===== config.mk =====
export PLATFORM = sky130hd
export DESIGN_NAME = ntpf_ring
export DESIGN_NICKNAME = d
export VERILOG_FILES = /design/src/sv/ntp_offset_clock_filter_assert.svh /design/src/sv/ntpf_pkg.sv /design/src/sv/ntpf_ring.sv
export SDC_FILE = /design/constraint.sdc
export NUM_CORES = 1
export LEC_CHECK = 0
export BUFFER_PORTS_ARGS = -buffer_cell sky130_fd_sc_hd__buf_2
export CAP_MARGIN = 20
export CORE_MARGIN = 2
export CORE_UTILIZATION = 40
export DETAILED_ROUTE_END_ITERATION = 16
export GPL_TIMING_DRIVEN = 0
export PLACE_DENSITY = 0.61
export SLEW_MARGIN = 20
export SYNTH_ARGS = -nofsm -noshare
export SYNTH_HDL_FRONTEND = slang
export SYNTH_SLANG_ARGS = --single-unit

===== constraint.sdc =====
create_clock -name i_clk -period 19.1 [get_ports i_clk]
set_clock_uncertainty 0.15 [all_clocks]
set_input_delay 3.82 -clock i_clk [delete_from_list [all_inputs] [get_ports i_clk]]
set_output_delay 3.82 -clock i_clk [all_outputs]
set_load 0.05 [all_outputs]

===== src/sv/ntp_offset_clock_filter_assert.svh =====
// ============================================================================
// NTP offset clock filter assertion macros
// Shared property forms for the checks at the end of the filter module.
// ============================================================================
`ifndef NTP_OFFSET_CLOCK_FILTER_ASSERT_SVH
`define NTP_OFFSET_CLOCK_FILTER_ASSERT_SVH

// The consequent must hold in the same cycle as the antecedent.
`define NTPF_ASSERT_SAME(label, clk, rst_n, ante, cons, msg) \
    label: assert property (@(posedge clk) disable iff (!rst_n) (ante) |-> (cons)) \
        else $error(msg);

// The consequent must hold in the cycle after the antecedent.
`define NTPF_ASSERT_NEXT(label, clk, rst_n, ante, cons, msg) \
    label: assert property (@(posedge clk) disable iff (!rst_n) (ante) |=> (cons)) \
        else $error(msg);

`endif


===== src/sv/ntpf_pkg.sv =====
// ============================================================================
// ntpf_pkg
// Types and constants shared by the NTP offset clock filter modules.
// ============================================================================
package ntpf_pkg;

    localparam int TIME_W    = 64;
    localparam int LIMIT_W   = 63;
    localparam int TRUST_W   = 4;
    localparam int STRATUM_W = 8;
    localparam int ORDER_W   = 32;
    localparam int ERRS_W    = 16;
    localparam int CFG_IDX_W = 3;

    // Event codes of an input transaction.
    localparam logic [1:0] FUNC_QUERY     = 2'd0;
    localparam logic [1:0] FUNC_REPLY     = 2'd1;
    localparam logic [1:0] FUNC_SEND_FAIL = 2'd2;
    localparam logic [1:0] FUNC_ADDRESS   = 2'd3;

    localparam logic [1:0] LEAP_ALARM = 2'd3;

    // Verdict codes of a result transaction.
    localparam logic [3:0] V_ACCEPT     = 4'd0;
    localparam logic [3:0] V_COOKIE     = 4'd1;
    localparam logic [3:0] V_UNSYNC     = 4'd2;
    localparam logic [3:0] V_TIME_LIMIT = 4'd3;
    localparam logic [3:0] V_NONMONO    = 4'd4;
    localparam logic [3:0] V_NEG_DELAY  = 4'd5;
    localparam logic [3:0] V_QUERY      = 4'd6;
    localparam logic [3:0] V_SEND_FAIL  = 4'd7;
    localparam logic [3:0] V_ADDRESS    = 4'd8;

    // Poll interval classes.
    localparam logic [1:0] CLASS_PATHETIC   = 2'd0;
    localparam logic [1:0] CLASS_AGGRESSIVE = 2'd1;
    localparam logic [1:0] CLASS_NORMAL     = 2'd2;

    // Configuration register indexes.
    localparam logic [CFG_IDX_W-1:0] REG_TRUST_INITIAL    = 3'd0;
    localparam logic [CFG_IDX_W-1:0] REG_TRUST_AGGRESSIVE = 3'd1;
    localparam logic [CFG_IDX_W-1:0] REG_TRUST_MAX        = 3'd2;
    localparam logic [CFG_IDX_W-1:0] REG_MAX_STRATUM      = 3'd3;
    localparam logic [CFG_IDX_W-1:0] REG_TIME_LIMIT       = 3'd4;

    // Register values after reset.
    localparam logic [TRUST_W-1:0]   TRUST_INITIAL_RST    = 4'd2;
    localparam logic [TRUST_W-1:0]   TRUST_AGGRESSIVE_RST = 4'd8;
    localparam logic [TRUST_W-1:0]   TRUST_MAX_RST        = 4'd10;
    localparam logic [STRATUM_W-1:0] MAX_STRATUM_RST      = 8'd15;
    localparam logic [LIMIT_W-1:0]   TIME_LIMIT_RST       = {LIMIT_W{1'b1}};

    localparam logic [ERRS_W-1:0] ERRS_MAX = {ERRS_W{1'b1}};

    typedef struct packed {
        logic [1:0]                func;
        logic signed [TIME_W-1:0]  local_send_time;
        logic [TIME_W-1:0]         cookie;
        logic signed [TIME_W-1:0]  server_recv_time;
        logic signed [TIME_W-1:0]  server_send_time;
        logic signed [TIME_W-1:0]  local_recv_time;
        logic [1:0]                leap;
        logic [STRATUM_W-1:0]      stratum;
        logic                      adjust_ok;
    } t_cmd;

    typedef struct packed {
        logic [3:0]                verdict;
        logic signed [TIME_W-1:0]  offset;
        logic signed [TIME_W-1:0]  delay;
        logic [1:0]                interval_class;
        logic [TRUST_W-1:0]        trust;
        logic                      update_valid;
        logic signed [TIME_W-1:0]  update_offset;
        logic signed [TIME_W-1:0]  update_delay;
        logic [STRATUM_W-1:0]      update_stratum;
        logic [ERRS_W-1:0]         send_errors;
    } t_result;

    // Ring entry, split over the two sample memories.
    typedef struct packed {
        logic signed [TIME_W-1:0] offset;
        logic signed [TIME_W-1:0] delay;
    } t_od;

    typedef struct packed {
        logic [STRATUM_W-1:0] stratum;
        logic [ORDER_W-1:0]   order;
    } t_so;

    typedef struct packed {
        logic od;
        logic so;
    } t_ring_we;

    typedef struct packed {
        logic capture;
        logic first;
    } t_scan_ctl;

endpackage


===== src/sv/ntpf_ring.sv =====
// ============================================================================
// ntpf_ring
// Sample ring storage: offset/delay memory and stratum/order memory, one
// write port and one registered read port each.
// ============================================================================
module ntpf_ring #(
    parameter int DEPTH = 8,
    parameter int IDX_W = 3
) (
    input  logic                i_clk,
    input  ntpf_pkg::t_ring_we  i_we,
    input  logic [IDX_W-1:0]    i_waddr,
    input  ntpf_pkg::t_od       i_od_wdata,
    input  ntpf_pkg::t_so       i_so_wdata,
    input  logic [IDX_W-1:0]    i_raddr,
    output ntpf_pkg::t_od       o_od_rdata,
    output ntpf_pkg::t_so       o_so_rdata
);
    import ntpf_pkg::*;

    t_od r_od_mem [DEPTH];
    t_so r_so_mem [DEPTH];
    t_od r_od_rd;
    t_so r_so_rd;

    // A negative-delay sample rewrites only the offset/delay half of a slot.
    always_ff @(posedge i_clk) begin
        if (i_we.od) begin
            r_od_mem[i_waddr] <= i_od_wdata;
        end
        if (i_we.so) begin
            r_so_mem[i_waddr] <= i_so_wdata;
        end
        r_od_rd <= r_od_mem[i_raddr];
        r_so_rd <= r_so_mem[i_raddr];
    end

    assign o_od_rdata = r_od_rd;
    assign o_so_rdata = r_so_rd;

endmodule


Word level (Yosys, flattened, before mapping)
Memory sizes are Yosys's and may differ from the RTL's. A register that Yosys moved wholly into a read port is not among the register bits.
Index checks and enable logic that the tools add are counted.
W data, S select, Z words.
{"block": "word_totals", "ff_bits": 0, "latchBits": 0, "ramBits": 1344, "rom_bits": 0, "in_bits": 177, "output_inout_bits": 168, "word_cells": 6, "mem_count": 2}
{"block": "op_classes", "addsub": 0, "mul": 0, "div": 0, "n_lt_le_gt_ge": 0, "eq_ne": 0, "shift": 0, "n_mux": 4, "bitwise": 0, "n_reduce_logical": 0}
{"memory": "r_od_mem", "words": 8, "word_bits": 128, "read_ports": 1, "rd_clocked_by_memory_dff": 1, "write_ports": 1, "line": "ntpf_ring.sv:21", "source": "t_od r_od_mem [DEPTH];"}
{"memory": "r_so_mem", "words": 8, "word_bits": 40, "read_ports": 1, "rd_clocked_by_memory_dff": 1, "write_ports": 1, "line": "ntpf_ring.sv:22", "source": "t_so r_so_mem [DEPTH];"}
{"cell": "$mux W1", "count": 4}

Longest topological paths before layout
Gate-level depths: netlist (run 1).
{"block": "depth", "ltp_word": 2, "ltp_mapped": 6, "depth_no_buf": 2}

Worst setup path after synthesis (run 1)
No wires, ideal clock.
{"block": "synth_timing", "path_kind": "input to register", "start": "in i_waddr[0]", "end": "mem r_od_mem[0][0] (netlist bit), enable pin", "setup_time_ns": 0.774, "arrival_ns": 12.654, "t_required_ns": 18.176, "setup_slack_ns": 5.522, "path_stages": 1, "path_buffers": 0, "cell_sequence": "nor3_1"}
{"item": "start, declared", "line": "ntpf_ring.sv:12", "source": "input logic [IDX_W-1:0] i_waddr,"}
{"item": "end, declared", "line": "ntpf_ring.sv:21"}
No word-level cell before the write port.

Final worst setup path (run 1)
{"block": "layout_timing", "start": "in i_waddr[1]", "end": "mem r_od_mem[0][83] (netlist bit), enable pin"}
No word-level cell before the write port.

==> results of run 1 <==
[synth_stat cells (all sizes together)]
cell    count  area, um^2
edfxtp   1344       40400
mux4      336        7570
dfxtp     168        3360
mux2      168        1890
buf        54         290
clkbuf     40         150
nor2       12        45.0
nand2b      4        25.0
nor3        4        20.0
nand2       3        11.3
[flip-flops by register name (all words and copies together), names as in the netlist]
name and count:
r_od_mem 1024, o_od_rdata 128, r_so_mem 320, o_so_rdata 40
[metal layers]
layer  up-vias  part of all wire  wire length (um)  GRT usage
met2       800              0.49             60100      0.293
met1     12800              0.39             47900      0.224
met4        54             0.025              3080     0.0564
met3       243             0.084             10200     0.0597
li1      10300                 -                 -          -
met5         -            0.0025               308          0
[cell type report]
class                           count  area share
Clock inverter                     68      0.0125
Multi-Input combinational cell    527       0.149
Sequential cell                  1512       0.673
Clock buffer                      219      0.0668
Antenna cell                       10    0.000385
Tap cell                         1768      0.0340
Timing Repair Buffer              464      0.0577
Buffer                             94     0.00682
[cell usage in the layout, fill, tap and decap left out, types with 3 or more instances in the layout]
cell type / count
edfxtp_1: 1344
buf_2: 375
mux4_2: 336
mux2_2: 168
dfxtp_1: 168
clkbuf_16: 157
clkbuf_1: 82
buf_4: 46
buf_16: 35
buf_12: 29
clkinv_2: 19
buf_6: 18
clkbuf_8: 18
buf_1: 14
bufinv_16: 13
nor2_4: 12
clkinv_1: 12
diode_2: 10
inv_6: 7
clkinvlp_4: 6
nand2b_1: 4
nor3_2: 4
clkinv_4: 4
nand2_1: 3
inv_16: 3
clkinv_8: 3
[where the power goes]
part	internal (uW)	leakage [uW]	switching, uW
sequential	3740	0.0136	40.6
clock	1770	0.00250	1240
combinational	186	0.00540	330
total	5700	0.0215	1610
[worst max-delay path by stage]
stage / start / endpoint / slack [ns] / depth (start not counted)
CTS: i_waddr[1] / r_od_mem[0][83]$_DFFE_PP_ / 13.39 / 11
floorplan: i_waddr[0] / r_od_mem[0][0]$_DFFE_PP_ / 5.52 / 1
global placement: i_waddr[1] / r_od_mem[2][88]$_DFFE_PP_ / -5.85 / 3
global route: i_waddr[1] / r_od_mem[0][83]$_DFFE_PP_ / 13.28 / 11
detailed placement: i_waddr[1] / r_od_mem[0][83]$_DFFE_PP_ / 12.53 / 11
finish: i_waddr[1] / r_od_mem[0][83]$_DFFE_PP_ / 13.34 / 11
[through the flow]
step / setup TNS (ns) / setup WS (ns) / total power, uW / cell area (um^2) / instances
4_1_cts: 0 / 13.39 / 7390 / 64900 / 4652
2_1_floorplan: 0 / 5.52 / 4170 / 53700 / 2133
6_report: 0 / 13.34 / 7310 / 65000 / 4662
3_5_place_dp: 0 / 12.53 / 4370 / 59800 / 4365
3_3_place_gp: -1481.54 / -5.85 / 4350 / 57600 / 4242
5_1_grt: 0 / 13.28 / 7550 / 65000 / 4655
[worst reg2reg max path, cell delays in order, from the launching register on]
cell	delay (ns)
edfxtp_1	0.38
mux4_2	0.50
mux2_2	0.28
[kinds of logic (layout without fill, tap and decap cells)]
kind of cell / Yosys count / in the layout / share of synthesized area
simple gates: 23 / 23 / 0.00189
flops: 1512 / 1512 / 0.814
other cells: 0 / 10 / 0
buf+inv: 94 / 845 / 0.00820
mux: 504 / 504 / 0.176
==> qor.csv, run 1 <==
stage,metric,value,unit
clock_tree,TritonCTS clock tree,built,
clock_tree,# resized after CTS,0,
global_routing,largest net degree at the start of global routing,20,
clock_tree,clk slew on worst S/H paths,0.06,ns
critical_path,Crit path top cell by count,buf_4,
placement,gpl congestion,0.709,
clock_tree,H-tree depth,4,
timing,Final Cycle Share,0.301,
die,I/O pin total,345,
logic_synthesis,Cell variety after synth,12,
critical_path,CP bufs+invs,9,
detailed_routing,drt first pass iters,5,
critical_path,critical path's largest stage delay,0.31,ns
timing,crit path time final,5.76,ns
finish,P&R area growth vs syn,20.9,%
critical_path,"delay-heaviest family, CP",buffers and inverters,
logic_synthesis,"FF+latch count, synth",1512,
clock_tree,worst-case clock buffer depth,3,
finish,layout cells sized above 1,0.436,
critical_path,Critical Path RT,19.42,ns
logic_synthesis,sequential share of the synthesized area,0.814,
finish,multi-input logic area,9670,um^2
clock_tree,clock buffer count from CTS,154,
critical_path,WP data arrival,6.08,ns
die,chip height,370,um
finish,Sequential Area,43700,um^2
worst_hold_path,hold depth,2,
detailed_routing,vias,24200,
critical_path,worst r2r src,r_od_mem[7][99]$_DFFE_PP_,
global_routing,antenna violations before repair,45,
outcome,status,"complete, no violations",
critical_path,"Slowest-stage cell, CP",nand2b_1,
power,pwr/cell area,112,nW/um^2
finish,Filler Cells Inserted,10700,
critical_path,reg2reg end,o_od_rdata[99]$_DFF_P_,
die,Rows,134,
job,max_cap viols,0,
logic_synthesis,Ys Warns,0,
critical_path,CP Capture Type,flop,
critical_path,CP Class,in -> reg,
placement,I/O Buffers,341,
detailed_routing,DR vias/cell,5.20,
global_routing,vias in the first global route,25800,
die,core box area,133000,um^2
finish,fin nets,2930,
power,P_leak,0.0215,uW
detailed_routing,DRC viols,0,
logic_synthesis,Synth Cell Area,53700,um^2
clock_tree,root buf cell,clkbuf_16,
logic_synthesis,syn_nets,2310,
timing,Hold Fails Final Rpt,0,
global_routing,Total GRT Usage,0.178,
timing,Rel. slew slack,0.253,
logic_synthesis,Synth Area per Inst,25.2,um^2
detailed_routing,final wirelength,122000,um
critical_path,r2r setup slk,17.68,ns
clock_tree,clk sinks,1512,
clock_tree,clock latency at the later pin of the worst-skew pair,0.77,ns
power,maximum VDD drop,0.0809,mV
timing,fin. max-slew vios,0,
critical_path,cells on worst reg2reg path,2,
placement,HPWL Detailed,80300,um
die,die area,137000,um^2
timing,"Setup violations, final",0,
timing,Fmax,174,MHz
critical_path,crit path max fanout,8,
detailed_routing,wire length per cell,26.1,um
timing,Worst Max-Slew Pin Slew,1.12,ns
critical_path,CP Cell Sequence,buf_2 -> nand2b_1 -> nor3_2 -> buf_4 -> buf_4 -> buf_4 -> buf_4 -> buf_4 -> buf_4 -> buf_6 -> buf_4,
detailed_routing,final antenna-violating net count,0,
finish,final core utilization,0.487,
critical_path,Startpoint Class,input port,
logic_synthesis,synthesized instance count,2133,
clock_tree,setup bufs post-CTS,0,
timing,worst hold slack,0.520,ns
die,Initial Utilization,0.403,
global_routing,total gr overflow,0,
clock_tree,cts-stage hold buffer count,0,
timing,RSZ-0062 raised after global routing,false,
die,DIE WIDTH,370,um
worst_hold_path,hold path startpoint,r_od_mem[0][117]$_DFFE_PP_,
global_routing,first-pass GRT wire length,175000,um
worst_hold_path,Hold Crit Endpoint,o_od_rdata[117]$_DFF_P_,
detailed_routing,Initial DRC Count,2234,
worst_hold_path,worst min-delay path category,reg -> reg,
Note: power is estimated with default switching activity, not from simulation.
==> run 2: changes to the inputs <==
==> constraint.sdc (replaced) <==
create_clock -name i_clk -period 5.76 [get_ports i_clk]
set_clock_uncertainty 0.15 [all_clocks]
set_input_delay 1.152 -clock i_clk [delete_from_list [all_inputs] [get_ports i_clk]]
set_output_delay 1.152 -clock i_clk [all_outputs]
set_load 0.05 [all_outputs]
==> run 2 against run 1 <==
  * Power rose to 3.3 times the previous value
  * Combinational power grew to 3.3 times the previous value
  * Highest routed layer unchanged
  * Via count down 0.43%
  * First-iteration DRC count is 12% lower
  * Critical path type unchanged
  * Sequential share of layout area down 0.053 points
  * Register-to-register slack lost 13 ns
==> qor.csv, run 2 (synthesis results as in run 1) <==
stage,metric,value,unit,change
clock_tree,H-tree depth,4,,unchanged
critical_path,crit path max fanout,10,,+2
critical_path,r2r setup slk,4.31,ns,-13.37 ns
finish,P&R area growth vs syn,21.0,%,about the same
worst_hold_path,hold path startpoint,i_so_wdata[32],,
power,maximum VDD drop,0.285,mV,+250%
placement,I/O Buffers,341,,unchanged
clock_tree,setup bufs post-CTS,0,,unchanged
critical_path,Critical Path RT,6.26,ns,-13.16 ns
placement,HPWL Detailed,78500,um,-2.3%
clock_tree,root buf cell,clkbuf_16,,
clock_tree,clock latency at the later pin of the worst-skew pair,0.78,ns,about the same
timing,crit path time final,3.09,ns,
placement,gpl congestion,0.712,,+0.42%
timing,fin. max-slew vios,0,,unchanged
timing,Final Cycle Share,0.537,,
detailed_routing,M1 wire length,48400,um,+1.1%
finish,max reg flops,1024,,unchanged
detailed_routing,final wirelength,122000,um,+0.24%
timing,Worst Max-Slew Pin Slew,1.03,ns,-0.0902 ns
timing,RSZ-0062 raised after global routing,false,,
outcome,status,"complete, no violations",,
clock_tree,clk sinks,1512,,unchanged
finish,Reg with most FFs,r_od_mem,,
global_routing,first-pass GRT wire length,175000,um,-0.15%
critical_path,cells on worst reg2reg path,2,,unchanged
clock_tree,cts-stage hold buffer count,0,,unchanged
detailed_routing,Initial DRC Count,1972,,-12%
critical_path,Startpoint Class,input port,,
finish,fin nets,2912,,-0.61%
critical_path,CP Capture Type,flop,,
timing,worst hold slack,0.484,ns,-0.0361 ns
critical_path,WP data arrival,3.59,ns,-2.49 ns
global_routing,Total GRT Usage,0.178,,-0.000312
clock_tree,TritonCTS clock tree,built,,
critical_path,CP Capture Point,o_so_rdata[30]$_DFF_P_,,
detailed_routing,wire length per cell,26.2,um,+0.50%
global_routing,antenna violations before repair,50,,+11%
die,DIE WIDTH,370,um,unchanged
detailed_routing,DRC viols,0,,unchanged
die,Initial Utilization,0.403,,unchanged
die,chip height,370,um,unchanged
timing,Rel. slew slack,0.313,,+0.0601
detailed_routing,wire length on met2,59600,um,-0.83%
detailed_routing,final antenna-violating net count,0,,unchanged
timing,Hold Fails Final Rpt,0,,unchanged
power,pwr/cell area,374,nW/um^2,+230%
global_routing,vias in the first global route,25400,,-1.2%
clock_tree,clock buffer count from CTS,157,,+1.9%
detailed_routing,drt first pass iters,7,,+2
finish,layout cells sized above 1,0.433,,-0.00310
power,P_leak,0.0215,uW,-0.14%
detailed_routing,DR vias/cell,5.19,,-0.17%
clock_tree,# resized after CTS,0,,unchanged
timing,Fmax,324,MHz,
die,core box area,133000,um^2,unchanged
detailed_routing,vias,24100,,-0.43%
detailed_routing,top sig layer,met5,,
finish,"commonest non-fill, non-tap cell in the layout",edfxtp_1,,
job,max_cap viols,0,,unchanged
timing,"Setup violations, final",0,,unchanged
clock_tree,clk slew on worst S/H paths,0.06,ns,about the same
worst_hold_path,worst min-delay path category,in -> reg,,
global_routing,total gr overflow,0,,unchanged
die,I/O pin total,345,,unchanged
die,Rows,134,,unchanged
critical_path,CP Class,in -> reg,,
detailed_routing,met3 wire length,11000,um,+7.8%
critical_path,CP startpoint,i_raddr[2],,
finish,final core utilization,0.487,,about the same
critical_path,reg2reg end,o_so_rdata[39]$_DFF_P_,,
die,die area,137000,um^2,unchanged
clock_tree,worst-case clock buffer depth,3,,unchanged
global_routing,largest net degree at the start of global routing,19,,-5.0%
critical_path,worst r2r src,r_so_mem[3][39]$_DFFE_PP_,,
finish,"commonest non-fill, non-tap cells in the layout","1,344 x edfxtp_1, 375 x buf_2, 336 x mux4_2",,
run 2: worst min path at each step:
stage                                     end  slack, ns  cells after the start
detailed placement     o_od_rdata[54]$_DFF_P_       0.52                      2
finish              r_so_mem[2][32]$_DFFE_PP_       0.48                      1
global placement      o_od_rdata[124]$_DFF_P_       0.51                      2
floorplan               o_od_rdata[0]$_DFF_P_       0.51                      2
global route        r_od_mem[1][40]$_DFFE_PP_       0.44                      1
CTS                 r_so_mem[4][18]$_DFFE_PP_       0.41                      1
run 2: per-stage QoR:
step                instances  cell area [um^2]  worst slack (ns)  total power (uW)  TNS (ns)
floorplan                2133             53700             -1.68             13800  -1430.69
global placement         4242             57700             -9.03             14400  -8273.22
detailed placement       4344             59700              1.81             14500         0
CTS                      4638             65000              2.67             24600         0
global route             4641             65000              2.57             25100         0
finish                   4650             65000              2.67             24300         0
run 2: power breakdown:
part / internal, uW / total (uW) / switching [uW]
registers: 12400 / 12500 / 126
logic: 615 / 1720 / 1100
clock network: 6020 / 10100 / 4100
total: 19000 / 24300 / 5330
run 2: area by class of cell:
type	instances	area (um^2)
plain buffers	94	443
clock buffers	228	4480
clock inverters	66	781
fillers	10700	68400
well taps	1768	2210
diodes	12	30.0
multi-input cells	527	9680
flip-flops and latches	1512	43700
repair buffers	443	3670
run 2: metal layers:
layer / vias up / GRT usage
li1: 10300 / -
met1: 12700 / 0.228
met2: 772 / 0.287
met3: 237 / 0.0642
met4: 70 / 0.0489
met5: - / 0
run 2: critical path: stages:
cell	delay (ns)
buf_2	0.44
buf_2	0.60
clkbuf_1	0.65
mux4_2	0.42
mux2_2	0.31
