<file path="config.mk">
export PLATFORM = sky130hd
export DESIGN_NAME = ntpf_select
export DESIGN_NICKNAME = d
export VERILOG_FILES = /design/src/sv/ntp_offset_clock_filter_assert.svh /design/src/sv/ntpf_pkg.sv /design/src/sv/ntpf_select.sv
export SDC_FILE = /design/constraint.sdc
export NUM_CORES = 1
export LEC_CHECK = 0
export BUFFER_PORTS_ARGS = -buffer_cell sky130_fd_sc_hd__buf_2
export CORE_AREA = 2 2 207 290
export DETAILED_ROUTE_END_ITERATION = 12
export DIE_AREA = 0 0 209 292
export PLACE_DENSITY = 0.53
export SETUP_SLACK_MARGIN = 0.2
export SLEW_MARGIN = 0
export SYNTH_ARGS = -nofsm -noshare
export SYNTH_HDL_FRONTEND = slang
export SYNTH_SLANG_ARGS = --single-unit
</file>
<file path="constraint.sdc">
create_clock -name i_clk -period 13.09 [get_ports i_clk]
set_clock_uncertainty 0.2 [all_clocks]
set_input_delay 0 -clock i_clk [delete_from_list [all_inputs] [get_ports i_clk]]
set_output_delay 0 -clock i_clk [all_outputs]
set_load 0.05 [all_outputs]
</file>
<file path="src/sv/ntp_offset_clock_filter_assert.svh">
// ============================================================================
// NTP offset clock filter assertion macros
// Shared property forms for the checks at the end of the filter module.
// ============================================================================
`ifndef NTP_OFFSET_CLOCK_FILTER_ASSERT_SVH
`define NTP_OFFSET_CLOCK_FILTER_ASSERT_SVH

// The consequent must hold in the same cycle as the antecedent.
`define NTPF_ASSERT_SAME(label, clk, rst_n, ante, cons, msg) \
    label: assert property (@(posedge clk) disable iff (!rst_n) (ante) |-> (cons)) \
        else $error(msg);

// The consequent must hold in the cycle after the antecedent.
`define NTPF_ASSERT_NEXT(label, clk, rst_n, ante, cons, msg) \
    label: assert property (@(posedge clk) disable iff (!rst_n) (ante) |=> (cons)) \
        else $error(msg);

`endif

</file>
<file path="src/sv/ntpf_pkg.sv">
// ============================================================================
// ntpf_pkg
// Types and constants shared by the NTP offset clock filter modules.
// ============================================================================
package ntpf_pkg;

    localparam int TIME_W    = 64;
    localparam int LIMIT_W   = 63;
    localparam int TRUST_W   = 4;
    localparam int STRATUM_W = 8;
    localparam int ORDER_W   = 32;
    localparam int ERRS_W    = 16;
    localparam int CFG_IDX_W = 3;

    // Event codes of an input transaction.
    localparam logic [1:0] FUNC_QUERY     = 2'd0;
    localparam logic [1:0] FUNC_REPLY     = 2'd1;
    localparam logic [1:0] FUNC_SEND_FAIL = 2'd2;
    localparam logic [1:0] FUNC_ADDRESS   = 2'd3;

    localparam logic [1:0] LEAP_ALARM = 2'd3;

    // Verdict codes of a result transaction.
    localparam logic [3:0] V_ACCEPT     = 4'd0;
    localparam logic [3:0] V_COOKIE     = 4'd1;
    localparam logic [3:0] V_UNSYNC     = 4'd2;
    localparam logic [3:0] V_TIME_LIMIT = 4'd3;
    localparam logic [3:0] V_NONMONO    = 4'd4;
    localparam logic [3:0] V_NEG_DELAY  = 4'd5;
    localparam logic [3:0] V_QUERY      = 4'd6;
    localparam logic [3:0] V_SEND_FAIL  = 4'd7;
    localparam logic [3:0] V_ADDRESS    = 4'd8;

    // Poll interval classes.
    localparam logic [1:0] CLASS_PATHETIC   = 2'd0;
    localparam logic [1:0] CLASS_AGGRESSIVE = 2'd1;
    localparam logic [1:0] CLASS_NORMAL     = 2'd2;

    // Configuration register indexes.
    localparam logic [CFG_IDX_W-1:0] REG_TRUST_INITIAL    = 3'd0;
    localparam logic [CFG_IDX_W-1:0] REG_TRUST_AGGRESSIVE = 3'd1;
    localparam logic [CFG_IDX_W-1:0] REG_TRUST_MAX        = 3'd2;
    localparam logic [CFG_IDX_W-1:0] REG_MAX_STRATUM      = 3'd3;
    localparam logic [CFG_IDX_W-1:0] REG_TIME_LIMIT       = 3'd4;

    // Register values after reset.
    localparam logic [TRUST_W-1:0]   TRUST_INITIAL_RST    = 4'd2;
    localparam logic [TRUST_W-1:0]   TRUST_AGGRESSIVE_RST = 4'd8;
    localparam logic [TRUST_W-1:0]   TRUST_MAX_RST        = 4'd10;
    localparam logic [STRATUM_W-1:0] MAX_STRATUM_RST      = 8'd15;
    localparam logic [LIMIT_W-1:0]   TIME_LIMIT_RST       = {LIMIT_W{1'b1}};

    localparam logic [ERRS_W-1:0] ERRS_MAX = {ERRS_W{1'b1}};

    typedef struct packed {
        logic [1:0]                func;
        logic signed [TIME_W-1:0]  local_send_time;
        logic [TIME_W-1:0]         cookie;
        logic signed [TIME_W-1:0]  server_recv_time;
        logic signed [TIME_W-1:0]  server_send_time;
        logic signed [TIME_W-1:0]  local_recv_time;
        logic [1:0]                leap;
        logic [STRATUM_W-1:0]      stratum;
        logic                      adjust_ok;
    } t_cmd;

    typedef struct packed {
        logic [3:0]                verdict;
        logic signed [TIME_W-1:0]  offset;
        logic signed [TIME_W-1:0]  delay;
        logic [1:0]                interval_class;
        logic [TRUST_W-1:0]        trust;
        logic                      update_valid;
        logic signed [TIME_W-1:0]  update_offset;
        logic signed [TIME_W-1:0]  update_delay;
        logic [STRATUM_W-1:0]      update_stratum;
        logic [ERRS_W-1:0]         send_errors;
    } t_result;

    // Ring entry, split over the two sample memories.
    typedef struct packed {
        logic signed [TIME_W-1:0] offset;
        logic signed [TIME_W-1:0] delay;
    } t_od;

    typedef struct packed {
        logic [STRATUM_W-1:0] stratum;
        logic [ORDER_W-1:0]   order;
    } t_so;

    typedef struct packed {
        logic od;
        logic so;
    } t_ring_we;

    typedef struct packed {
        logic capture;
        logic first;
    } t_scan_ctl;

endpackage

</file>
<file path="src/sv/ntpf_select.sv">
// ============================================================================
// ntpf_select
// Best-sample search over the ring scan and the invalidation mask of the
// selected sample and every older one.
// ============================================================================
module ntpf_select #(
    parameter int DEPTH = 8,
    parameter int IDX_W = 3
) (
    input  logic                i_clk,
    input  ntpf_pkg::t_scan_ctl i_ctl,
    input  logic [IDX_W-1:0]    i_idx,
    input  ntpf_pkg::t_od       i_od,
    input  ntpf_pkg::t_so       i_so,
    output ntpf_pkg::t_od       o_best_od,
    output ntpf_pkg::t_so       o_best_so,
    output logic [DEPTH-1:0]    o_kill
);
    import ntpf_pkg::*;

    t_od                r_best_od;
    t_so                r_best_so;
    logic [ORDER_W-1:0] r_ord [DEPTH];
    logic               take;

    // A later slot wins only when strictly lower in delay at no higher stratum.
    assign take = i_ctl.first ||
                  ((i_so.stratum <= r_best_so.stratum) &&
                   ($signed(i_od.delay) < $signed(r_best_od.delay)));

    always_ff @(posedge i_clk) begin
        if (i_ctl.capture) begin
            r_ord[i_idx] <= i_so.order;
            if (take) begin
                r_best_od <= i_od;
                r_best_so <= i_so;
            end
        end
    end

    always_comb begin
        for (int i = 0; i < DEPTH; i++) begin
            o_kill[i] = (r_ord[i] <= r_best_so.order);
        end
    end

    assign o_best_od = r_best_od;
    assign o_best_so = r_best_so;

endmodule

</file>
### Word level (Yosys, flattened, before mapping)

Memory sizes are Yosys's and may differ from the RTL's.
Index checks and enable logic that the tools add are counted.

| word-level totals | value |
|---|---|
| memories kept | 1 |
| output and inout bits | 176 |
| RAM bits | 256 |
| word-level logic and storage cells | 20 |
| bits in registers | 168 |

Memory list:

| name | depth | width | rd ports | clocked after memory_dff | wr ports | RTL line | source |
|---|---|---|---|---|---|---|---|
| r_ord | 8 | 32 | 8 | 0 | 1 | ntpf_select.sv:23 | `logic [ORDER_W-1:0] r_ord [DEPTH];` |

| cells by class | value |
|---|---|
| mux-type cells | 2 |
| reductions and logical operators | 3 |
| $lt $le $gt $ge | 10 |

Operators with widths:

| operator | number |
|---|---|
| $le 32x32->1 | 8 |
| $lt 64x64->1 | 1 |
| $le 8x8->1 | 1 |
| $mux 1 | 2 |
| $reduce_and 2->1 | 1 |
| $logic_and 1x1->1 | 1 |
| $logic_or 1x1->1 | 1 |

### Logic depth before layout (Yosys ltp)

Gate-level depths: netlist of the first run.

| logic depth | value |
|---|---|
| depth in word-level cells | 4 |
| depth in mapped cells | 10 |
| mapped depth without buffers | 10 |

### Worst setup path after synthesis of the first run

No wires, ideal clock.

| timing | value |
|---|---|
| path kind | reg-to-reg |
| start | register r_best_so, in the netlist o_best_so[37] |
| end | register r_best_od, in the netlist o_best_od[0] (enable) |
| buffers on the path | 0 |
| arrival | 10167 ps |
| slack | 1957 ps |
| library setup time | 767 ps |
| cell stages (with the launch flop) | 10 |
| path through | edfxtp_1 -> inv_1 -> ha_1 -> a21o_1 -> a21o_1 -> a21oi_1 -> o21ai_1 -> o21ai_0 -> nand3b_1 -> o221ai_1 |

| between the ends | value |
|---|---|
| longest elaborated chain between the ends | 4 |

RTL lines:

| what | RTL line | source |
|---|---|---|
| start, declared | ntpf_select.sv:22 | `t_so r_best_so;` |
| start signal, assigned | ntpf_select.sv:36 | `r_best_so <= i_so;` |
| $le 8x8->1 | ntpf_select.sv:28 | `((i_so.stratum <= r_best_so.stratum) &&` |
| $logic_and 1x1->1 | ntpf_select.sv:28 |  |
| $logic_or 1x1->1 | ntpf_select.sv:27 | `assign take = i_ctl.first \|\|` |
| $reduce_and 2->1 (no source line) | -- |  |
| end signal, assigned | ntpf_select.sv:35 | `r_best_od <= i_od;` |
| end, declared | ntpf_select.sv:21 | `t_od r_best_od;` |

No other way between the ends.
A chain may end at the register's enable or synchronous reset.

### Worst setup path in the final report of the first run

| timing | value |
|---|---|
| start | register r_best_so, in the netlist o_best_so[17] |
| end | output port o_kill[3] |

| between the ends | value |
|---|---|
| longest elaborated chain between the ends | 1 |

RTL lines:

| what | RTL line | source |
|---|---|---|
| $le 32x32->1 | ntpf_select.sv:43 | `o_kill[i] = (r_ord[i] <= r_best_so.order);` |
| end, declared | ntpf_select.sv:17 | `output logic [DEPTH-1:0] o_kill` |

No other way between the ends.

==> reports/summary.md, run 1 <==
The max-slew violation count was 0. In this run the mean area of a mapped cell was 14.7 µm². Entering global routing, the biggest net connects 169 pins.

The cell area that synthesis handed to floorplanning was 20300 µm². In this run, synthesis inferred 424 flip-flops with an integrated enable. The logs give 2584 for the final net count and 4 for the number of antenna violations at the first check in global routing.

Detailed routing placed a total of 3.68 mm of wire on met3. The fraction of registers with async set/reset was 0; the switching power total was 0.00112 W. For this run, the top clock speed supported by timing is 252 MHz.

The max-slew headroom at the worst pin is 0.221, and the total non-filler cell area in the finished layout is 27600 µm². Vias after detailed routing: 14400. The synthesized instance count was 1377; the final weighted congestion in routability-driven placement was 0.852. In the synthesized netlist, the cells that appear most often are sky130_fd_sc_hd__edfxtp_1 (424), sky130_fd_sc_hd__ha_1 (327), sky130_fd_sc_hd__inv_1 (110). Row generation in the floorplan step produced 105 rows. Max-cap violations in this run came to 0. The part of the power in the clock network is 0.356, and the growth of design area from synthesis to finish is 36.3%. The count of buffers added on input and output ports is 349.

The type of element launching the critical path is a flop. After detailed routing, the number of remaining DRC violations is 0. For the number of buffers created by CTS, the log shows 46. The wire-length estimate of the detail-placed layout is 42.5 mm. Setup repair after global routing left no endpoint under its margin. IR analysis of the VDD net gives a maximum drop of 0.000137 V. The tools report the final setup violation count as 0.

The worst setup path is captured at an output pin. The first-pass iteration count of the detailed router is 5, and the sequential share of power is 0.436. The data required time of the critical path came out at 12.89 ns. The fraction of the cycle the final worst path needs works out to 0.303.

The worst hold path belongs to the class in -> reg. The clock sink count was 424. Initial cell density of the core: 0.347. The leakage power total was 11.6 nW; the post-CTS setup buffer count was 0. The run finished with clean final reports. The die is 292 µm tall. The wire length of the first global-routing pass is 92.8 mm, and the source-to-sink clock delay at the later pin of the worst-skew pair is 0.58 ns. Of all nets on the critical path, the largest fanout is 8.

Power spread over the standard cell area amounts to 136 nW/µm². The tools report the total negative setup slack as 0 ns. The Yosys step of the flow raised 0 warnings. The share of the synthesized area in the top cell type came out at 0.628. After synthesis, the netlist uses 38 different library cells. The endpoint arrival time on the critical path is 3.77 ns, and the number of ports placed on the die boundary is 350.

Summed over all layers, the global routing overflow is 0. For the final core area utilization, the log shows 0.472. Yosys instantiated no cell more often than sky130_fd_sc_hd__edfxtp_1. The tools report the sequential element share of the synthesized area as 0.628. The switching part of the total was 0.298; the overall die area was 61000 µm².

The logs give 0 for the antenna violation net count after detailed routing and 0.209 for the logic gate share of total power. Among all flip-flop cells after synthesis, the most frequent one is sky130_fd_sc_hd__edfxtp_1. Ranked by total cell area, the synthesized netlist is headed by sky130_fd_sc_hd__edfxtp_1 (63%), sky130_fd_sc_hd__ha_1 (20%), sky130_fd_sc_hd__a21o_1 (2.4%). Counting flops and latches in the post-synthesis netlist gives 424. The run gives 0.204 as the global routing usage summed across all routing layers. Floorplan core area: 58500 µm². The kind of critical path is reg -> out.

TritonCTS built the clock tree. The width of the chip was 209 µm. Final number of hold-violating endpoints: 0. Summed over all instances, the cell type with the most area after synthesis is sky130_fd_sc_hd__edfxtp_1. Wires add up to 62.6 mm. The logs give 725 for the violation count after the first detailed-routing iteration and 2 for the count of H-tree levels built during CTS.

After detailed routing, the wire length on met1 is 22.8 mm. The run gives 15700 as the via count of the first global-routing pass. The clock transition at the register clock pins on the worst setup and hold paths after CTS is 0.06 ns. The detailed-route vias per instance works out to 5.01.

The maximum number of buffers from clock root to sink came out at 3. The tree is rooted in a sky130_fd_sc_hd__clkbuf_16. The internal power of the cells totals 0.00263 W. Net count of the mapped netlist: 1878. For the total met2 wirelength after detailed routing, the log shows 34.0 mm. After detailed routing, the average wire length per cell comes to 21.8 µm.

The fraction of layout cells with a size suffix above 1 is 0.208. In this run the top signal layer used is met5. The pin slew with the least headroom to its limit came out at 1.17 ns. The post-detailed-placement cell area is 23100 µm², and the clock period minus worst slack is 3.97 ns.
[stage by stage]
step                cells  power, W  hold slack, ns  setup WS (ns)
floorplan            1377   0.00215          -0.101           1.96
global placement     2479   0.00236         -0.0233           9.54
detailed placement   2479   0.00237         -0.0216           9.48
CTS                  2868   0.00378        0.000800           8.96
global route         2870   0.00390          0.0223           8.95
finish               2871   0.00375          0.0347           9.12
[path summary, 6_finish.rpt]
path	startpoint	endpoint	slack, ns	cells after the start
setup / recovery	o_best_so[17]	o_kill[3]	9.12	11
hold / removal	i_od[54]	o_best_od[54]	0.03	2
setup reg to reg	o_best_od[46]	o_best_od[123]	9.36	10
hold reg to reg	o_best_od[63]	o_best_od[62]	1.38	5
[cells in the final DEF, fill, tap and decap left out, types with 11 or more instances in the layout]
cell type	instances
sky130_fd_sc_hd__edfxtp_1	424
sky130_fd_sc_hd__nand2_1	47
sky130_fd_sc_hd__a21o_1	64
sky130_fd_sc_hd__o21ai_0	24
sky130_fd_sc_hd__buf_2	349
sky130_fd_sc_hd__o21a_1	22
sky130_fd_sc_hd__nand4_1	67
sky130_fd_sc_hd__ha_1	327
sky130_fd_sc_hd__o21ai_1	30
sky130_fd_sc_hd__nand3_1	30
sky130_fd_sc_hd__inv_1	110
sky130_fd_sc_hd__nor2b_1	18
sky130_fd_sc_hd__clkbuf_16	47
sky130_fd_sc_hd__a21oi_1	92
sky130_fd_sc_hd__clkbuf_1	11
sky130_fd_sc_hd__o211ai_1	11
sky130_fd_sc_hd__nor2_1	28
sky130_fd_sc_hd__dlygate4sd3_1	305
[metal layers]
metal  global-route usage  up-vias
met5                    0        -
met4               0.0711        4
met3               0.0439      103
met2                0.397      445
met1                0.213     7040
li1                     -     6804
[worst max-delay path, stage by stage, from the launching register on]
cell and delay, ns:
sky130_fd_sc_hd__edfxtp_1 0.38, sky130_fd_sc_hd__inv_1 0.36, sky130_fd_sc_hd__ha_1 0.32, sky130_fd_sc_hd__a21o_1 0.18, sky130_fd_sc_hd__a21o_1 0.17, sky130_fd_sc_hd__a21o_1 0.17, sky130_fd_sc_hd__a21o_1 0.17, sky130_fd_sc_hd__a21oi_1 0.37
sky130_fd_sc_hd__o21ai_1 0.24, sky130_fd_sc_hd__or3_1 0.38, sky130_fd_sc_hd__o31ai_1 0.10, sky130_fd_sc_hd__buf_2 0.34
[registers in the layout, summed over array words and instances, names as in the netlist]
signal     flops
o_best_so     40
r_ord        256
o_best_od    128
[what timing repair did]
action | in CTS | in global routing
hold buffers | 305 | 0
gates resized for setup | 0 | 0
hold endpoints to repair | 595 | 0
[logic make-up after synthesis]
group | share of synthesized area
DFF | 0.628
adders and majority gates | 0.202
AOI/OAI and AO/OA | 0.0899
and+or+nand+nor | 0.0596
buffers and inverters | 0.0204
[power by group through the flow]
stage | clock network, W | registers (W) | logic (W)
3_5_place_dp | 0 | 0.00166 | 0.000712
3_3_place_gp | 0 | 0.00166 | 0.000704
5_1_grt | 0.00141 | 0.00164 | 0.000848
2_1_floorplan | 0 | 0.00187 | 0.000279
6_report | 0.00133 | 0.00163 | 0.000781
4_1_cts | 0.00136 | 0.00163 | 0.000785
[area by class of cell]
type                       instances  area [µm²]
antenna                            3        7.51
tap                              749         937
clock inverter                    26         277
sequential                       424       12700
inverter                         110         413
fill                            5066       30800
timing repair buffer             658        4840
clock buffer                      58        1220
multi-input combinational        843        7200
(Power assumes the default switching activity.)
==> run 2, diff against run 1 <==
--- a/config.mk
+++ b/config.mk
@@ -5,11 +5,12 @@
 export SDC_FILE = /design/constraint.sdc
 export NUM_CORES = 1
 export LEC_CHECK = 0
+export ABC_AREA = 1
 export BUFFER_PORTS_ARGS = -buffer_cell sky130_fd_sc_hd__buf_2
 export CORE_AREA = 2 2 207 290
 export DETAILED_ROUTE_END_ITERATION = 12
 export DIE_AREA = 0 0 209 292
-export PLACE_DENSITY = 0.53
+export PLACE_DENSITY = 0.55
 export SETUP_SLACK_MARGIN = 0.2
 export SLEW_MARGIN = 0
 export SYNTH_ARGS = -nofsm -noshare
==> constraint.sdc (replaced) <==
create_clock -name i_clk -period 3.45 [get_ports i_clk]
set_clock_uncertainty 0.2 [all_clocks]
set_input_delay 0 -clock i_clk [delete_from_list [all_inputs] [get_ports i_clk]]
set_output_delay 0 -clock i_clk [all_outputs]
set_load 0.05 [all_outputs]
==> reports/summary.md, run 2 <==
The clock sink count is 424 (unchanged). The internal portion of total power was 0.00922 W (was 0.00263 W); the net count of the mapped netlist was 1999 (was 1878). The tools report the floorplan core area as 58500 µm² (unchanged). Endpoint arrival time on the critical path: 2.95 ns (was 3.77 ns). Counting I/O delays and the setup requirement, the final critical path takes 3.15 ns. For the global routing usage summed across all routing layers, the log shows 0.199 (was 0.204). For the final net count, the log shows 2764 (was 2584).

The clock root buffer was sky130_fd_sc_hd__clkbuf_16 (unchanged). Type of element launching the critical path: a flop (unchanged). The wire length of the first global-routing pass was 91.3 mm (was 92.8 mm). The switching part of the total is 0.286 (was 0.298), and the number of cells on the worst hold path is 2 (unchanged). The post-synthesis register bit count was 424 (unchanged). The run finished with clean final reports. The overall die area was 61000 µm² (unchanged); the aggregate global routing overflow was 0 (unchanged).

For the switching power total, the log shows 0.00370 W (was 0.00112 W). For the final setup violation count, the log shows 0 (unchanged). The fraction of the cycle the final worst path needs came out at 0.913. Largest cells by area after synthesis: sky130_fd_sc_hd__edfxtp_1 (63%), sky130_fd_sc_hd__ha_1 (20%), sky130_fd_sc_hd__a21oi_1 (3.7%) (was sky130_fd_sc_hd__edfxtp_1 (63%), sky130_fd_sc_hd__ha_1 (20%), sky130_fd_sc_hd__a21o_1 (2.4%)).

The run gives 0.344 (was 0.356) as the part of the power in the clock network. The mapped cell area is 20300 µm² (about the same). The worst setup slack before clock tree synthesis came out at 0.407 ns (was 9.48 ns).

The run gives 1498 (was 1377) as the synthesized instance count. The kind of critical path is reg -> out (unchanged). Path type of the worst min-delay path: in -> reg (unchanged).

The share of the synthesized area in the top cell type works out to 0.628 (about the same). The largest fanout on the critical path came out at 6 (was 8). For the final weighted congestion in routability-driven placement, the log shows 0.848 (was 0.852). The detailed-route vias per instance came out at 4.85 (was 5.01). The run gives 0.347 (about the same) as the initial cell density of the core. The tools report the reg-to-reg startpoint as o_best_od[5] (was o_best_od[46]). The tools report the final number of hold-violating endpoints as 0 (unchanged). The count of warnings emitted by yosys came out at 0 (unchanged). The pin slew with the least headroom to its limit came out at 1.08 ns (was 1.17 ns). The die extent in y was 292 µm (unchanged).

The tools report the number of violations of the max-capacitance limit as 0 (unchanged). The register name with the most flops was r_ord (unchanged). The violation count after the first detailed-routing iteration came out at 595 (was 725).

The maximum number of pins on one net before global-route repair was 48 (was 169); the number of ports placed on the die boundary was 350 (unchanged). The logs give 5050 (was 5066) for the count of filler cells inserted in the layout and 0.33 ns (was 9.36 ns) for the slack of the worst reg-to-reg path. The run gives 3 (unchanged) as the maximum number of buffers from clock root to sink. The number of synthesized flops with an enable pin works out to 424 (unchanged).

The clock transition at the register clock pins on the worst setup and hold paths after CTS was 0.06 ns (about the same); the path depth of the worst reg2reg path was 17 (was 10). The number of buffers created by CTS was 45 (was 46); the growth of design area from synthesis to finish was 39.3% (was 36.3%). Hold path startpoint: i_od[30] (was i_od[54]).

Power density over the cells: 457 nW/µm² (was 136 nW/µm²). The max-slew headroom at the worst pin is 0.276 (was 0.221). Worst min-delay path endpoint: o_best_od[30] (was o_best_od[54]).

The run gives 3049 (was 2871) as the final standard cell count with taps included and fillers excluded. TritonCTS built the clock tree. The sequential share of power is 0.470 (was 0.436), and the mean instance size in the synthesized netlist is 13.5 µm² (was 14.7 µm²). The leakage power total is 11.9 nW (was 11.6 nW), and the count of H-tree levels built during CTS is 2 (unchanged). The endpoint of the lowest-slack register-to-register path is o_best_so[9] (was o_best_od[123]). The number of antenna violations at the first check in global routing was 7 (was 4).

The final total power is 0.0129 W (was 0.00375 W), and the data required time of the critical path is 3.25 ns (was 12.89 ns). The number of flip-flops in the largest register is 256 (unchanged), and the vias after detailed routing is 14800 (was 14400). Post-route DRC violation count: 0 (unchanged). The least setup slack across all paths after layout is 0.301 ns (was 9.12 ns). Derived from the worst setup path, the maximum achievable clock frequency is 318 MHz.

Leading register cell type out of synthesis: sky130_fd_sc_hd__edfxtp_1 (unchanged). The total of buffers placed on input and output ports is 349 (unchanged). The logs give 61.0 mm (was 62.6 mm) for the total wirelength of the detailed-routed design and 15900 (was 15700) for the via count of the first global-routing pass. The first-pass iteration count of the detailed router was 7 (was 5).

Width of the chip: 209 µm (unchanged). Most common library cell in the layout ignoring fill and taps: sky130_fd_sc_hd__edfxtp_1 (unchanged). For the HPWL reported at the end of detailed placement, the log shows 43.6 mm (was 42.5 mm). Total negative setup slack: 0 ns (unchanged). Post-synth top cells: sky130_fd_sc_hd__edfxtp_1 (424), sky130_fd_sc_hd__ha_1 (327), sky130_fd_sc_hd__nand2_1 (190) (was sky130_fd_sc_hd__edfxtp_1 (424), sky130_fd_sc_hd__ha_1 (327), sky130_fd_sc_hd__inv_1 (110)). Floorplan row count: 105 (unchanged). Most frequent cell after synthesis: sky130_fd_sc_hd__edfxtp_1 (unchanged). The tools report the antenna violation net count after detailed routing as 0 (unchanged). Area taken by flip-flops and latches: 12700 µm² (unchanged). The launch point of the critical path is o_best_so[31] (was o_best_so[17]). The source-to-sink clock delay at the later pin of the worst-skew pair was 0.58 ns (about the same). The fraction of layout cells with a size suffix above 1 works out to 0.229 (was 0.208). The total placed cells including tap cells is 2627 (was 2479). The fraction of registers with async set/reset was 0 (unchanged). Commonest cells after routing, fill and taps aside: sky130_fd_sc_hd__edfxtp_1 (424), sky130_fd_sc_hd__buf_2 (342), sky130_fd_sc_hd__ha_1 (324) (was sky130_fd_sc_hd__edfxtp_1 (424), sky130_fd_sc_hd__buf_2 (349), sky130_fd_sc_hd__ha_1 (327)).

The number of distinct library cell variants in the gate-level netlist after synthesis was 28 (was 38); the peak supply drop was 0.000399 V (was 0.000137 V). The cell type contributing the most total cell area after synthesis was sky130_fd_sc_hd__edfxtp_1 (unchanged). The kind of capture point of the worst setup path was an output pin (unchanged).

The sequential element share of the synthesized area came out at 0.628 (about the same). The footprint of the multi-input gates is 7210 µm² (was 7200 µm²). The mean routed wirelength per cell is 20.0 µm (was 21.8 µm), and the logic gate share of total power is 0.186 (was 0.209). For the max-slew violation count, the log shows 0 (unchanged). Setup repair after global routing could not meet its margin everywhere.
[run 2: cell types whose count changed after synthesis, sizes merged, moves of 10 or more]
cell and delta:
a21o -61, a21oi +56, inv +49, nand2 +144, nand4 -31, nor2 +26, nor2b -18, o211ai -10
o21a -15, o21ai -14
[run 2: final cells by class]
type / count / share of cell area
diodes: 4 / 0.000355
clock buffers: 54 / 0.0411
clock inverters: 26 / 0.00496
inverters: 159 / 0.0225
repair buffers: 718 / 0.192
well taps: 749 / 0.0332
flip-flops and latches: 424 / 0.451
multi-input cells: 915 / 0.255
[run 2: repair_timing]
action	CTS	global route
hold buffers	307	0
endpoints found under the setup margin	8	34
endpoints found under the hold margin	661	0
setup buffers	8	23
gates resized for setup	18	42
pin swaps	1	6
[run 2: per-stage QoR]
step,cell area [µm²],utilization,hold slack (ns)
5_1_grt,28200,0.483,0.0350
3_3_place_gp,23300,0.399,-0.0228
2_1_floorplan,20300,-,-0.101
4_1_cts,27900,0.477,0.00845
6_report,28200,0.483,0.0426
3_5_place_dp,23300,0.399,-0.0219
[run 2: kinds of logic after synthesis]
family	count (synthesis)	synth area share
DFF	424	0.628
and+or+nand+nor	353	0.0767
adders and majority gates	327	0.202
AOI/OAI and AO/OA	235	0.0639
buffers and inverters	159	0.0294
[run 2: power by group through the flow]
stage / logic [W] / registers, W / clock network [W]
4_1_cts: 0.00234 / 0.00607 / 0.00459
6_report: 0.00240 / 0.00608 / 0.00444
3_5_place_dp: 0.00204 / 0.00617 / 0
2_1_floorplan: 0.000797 / 0.00667 / 0
5_1_grt: 0.00262 / 0.00610 / 0.00473
3_3_place_gp: 0.00201 / 0.00616 / 0
[run 2: worst max-delay path by stage]
stage	end	slack (ns)	depth (start not counted)
after floorplan	o_best_od[0]	-1.78	13
after global placement	o_best_od[67]	0.34	17
after detailed placement	o_best_od[85]	0.41	17
after CTS	o_kill[7]	0.16	12
after global routing	o_kill[1]	0.16	10
final	o_kill[1]	0.30	12
[run 2: worst max-delay path: stages (launching register included)]
cell and delay [ns]:
sky130_fd_sc_hd__edfxtp_1 0.39, sky130_fd_sc_hd__clkinvlp_4 0.14, sky130_fd_sc_hd__buf_12 0.16, sky130_fd_sc_hd__ha_1 0.30, sky130_fd_sc_hd__nand2_1 0.07, sky130_fd_sc_hd__nor2_1 0.14, sky130_fd_sc_hd__nand4_1 0.10, sky130_fd_sc_hd__buf_4 0.16
sky130_fd_sc_hd__nor4_4 0.28, sky130_fd_sc_hd__o21ai_0 0.18, sky130_fd_sc_hd__o2111ai_1 0.10, sky130_fd_sc_hd__nand2_1 0.10, sky130_fd_sc_hd__buf_2 0.23
[run 2: layer usage]
metal | wire, µm | track usage | vias to the layer above
met3 | 3690 | 0.0460 | 126
met2 | 32800 | 0.380 | 462
li1 | - | - | 7115
met4 | 2830 | 0.0960 | 6
met1 | 21700 | 0.201 | 7081
met5 | 37 | 0 | -
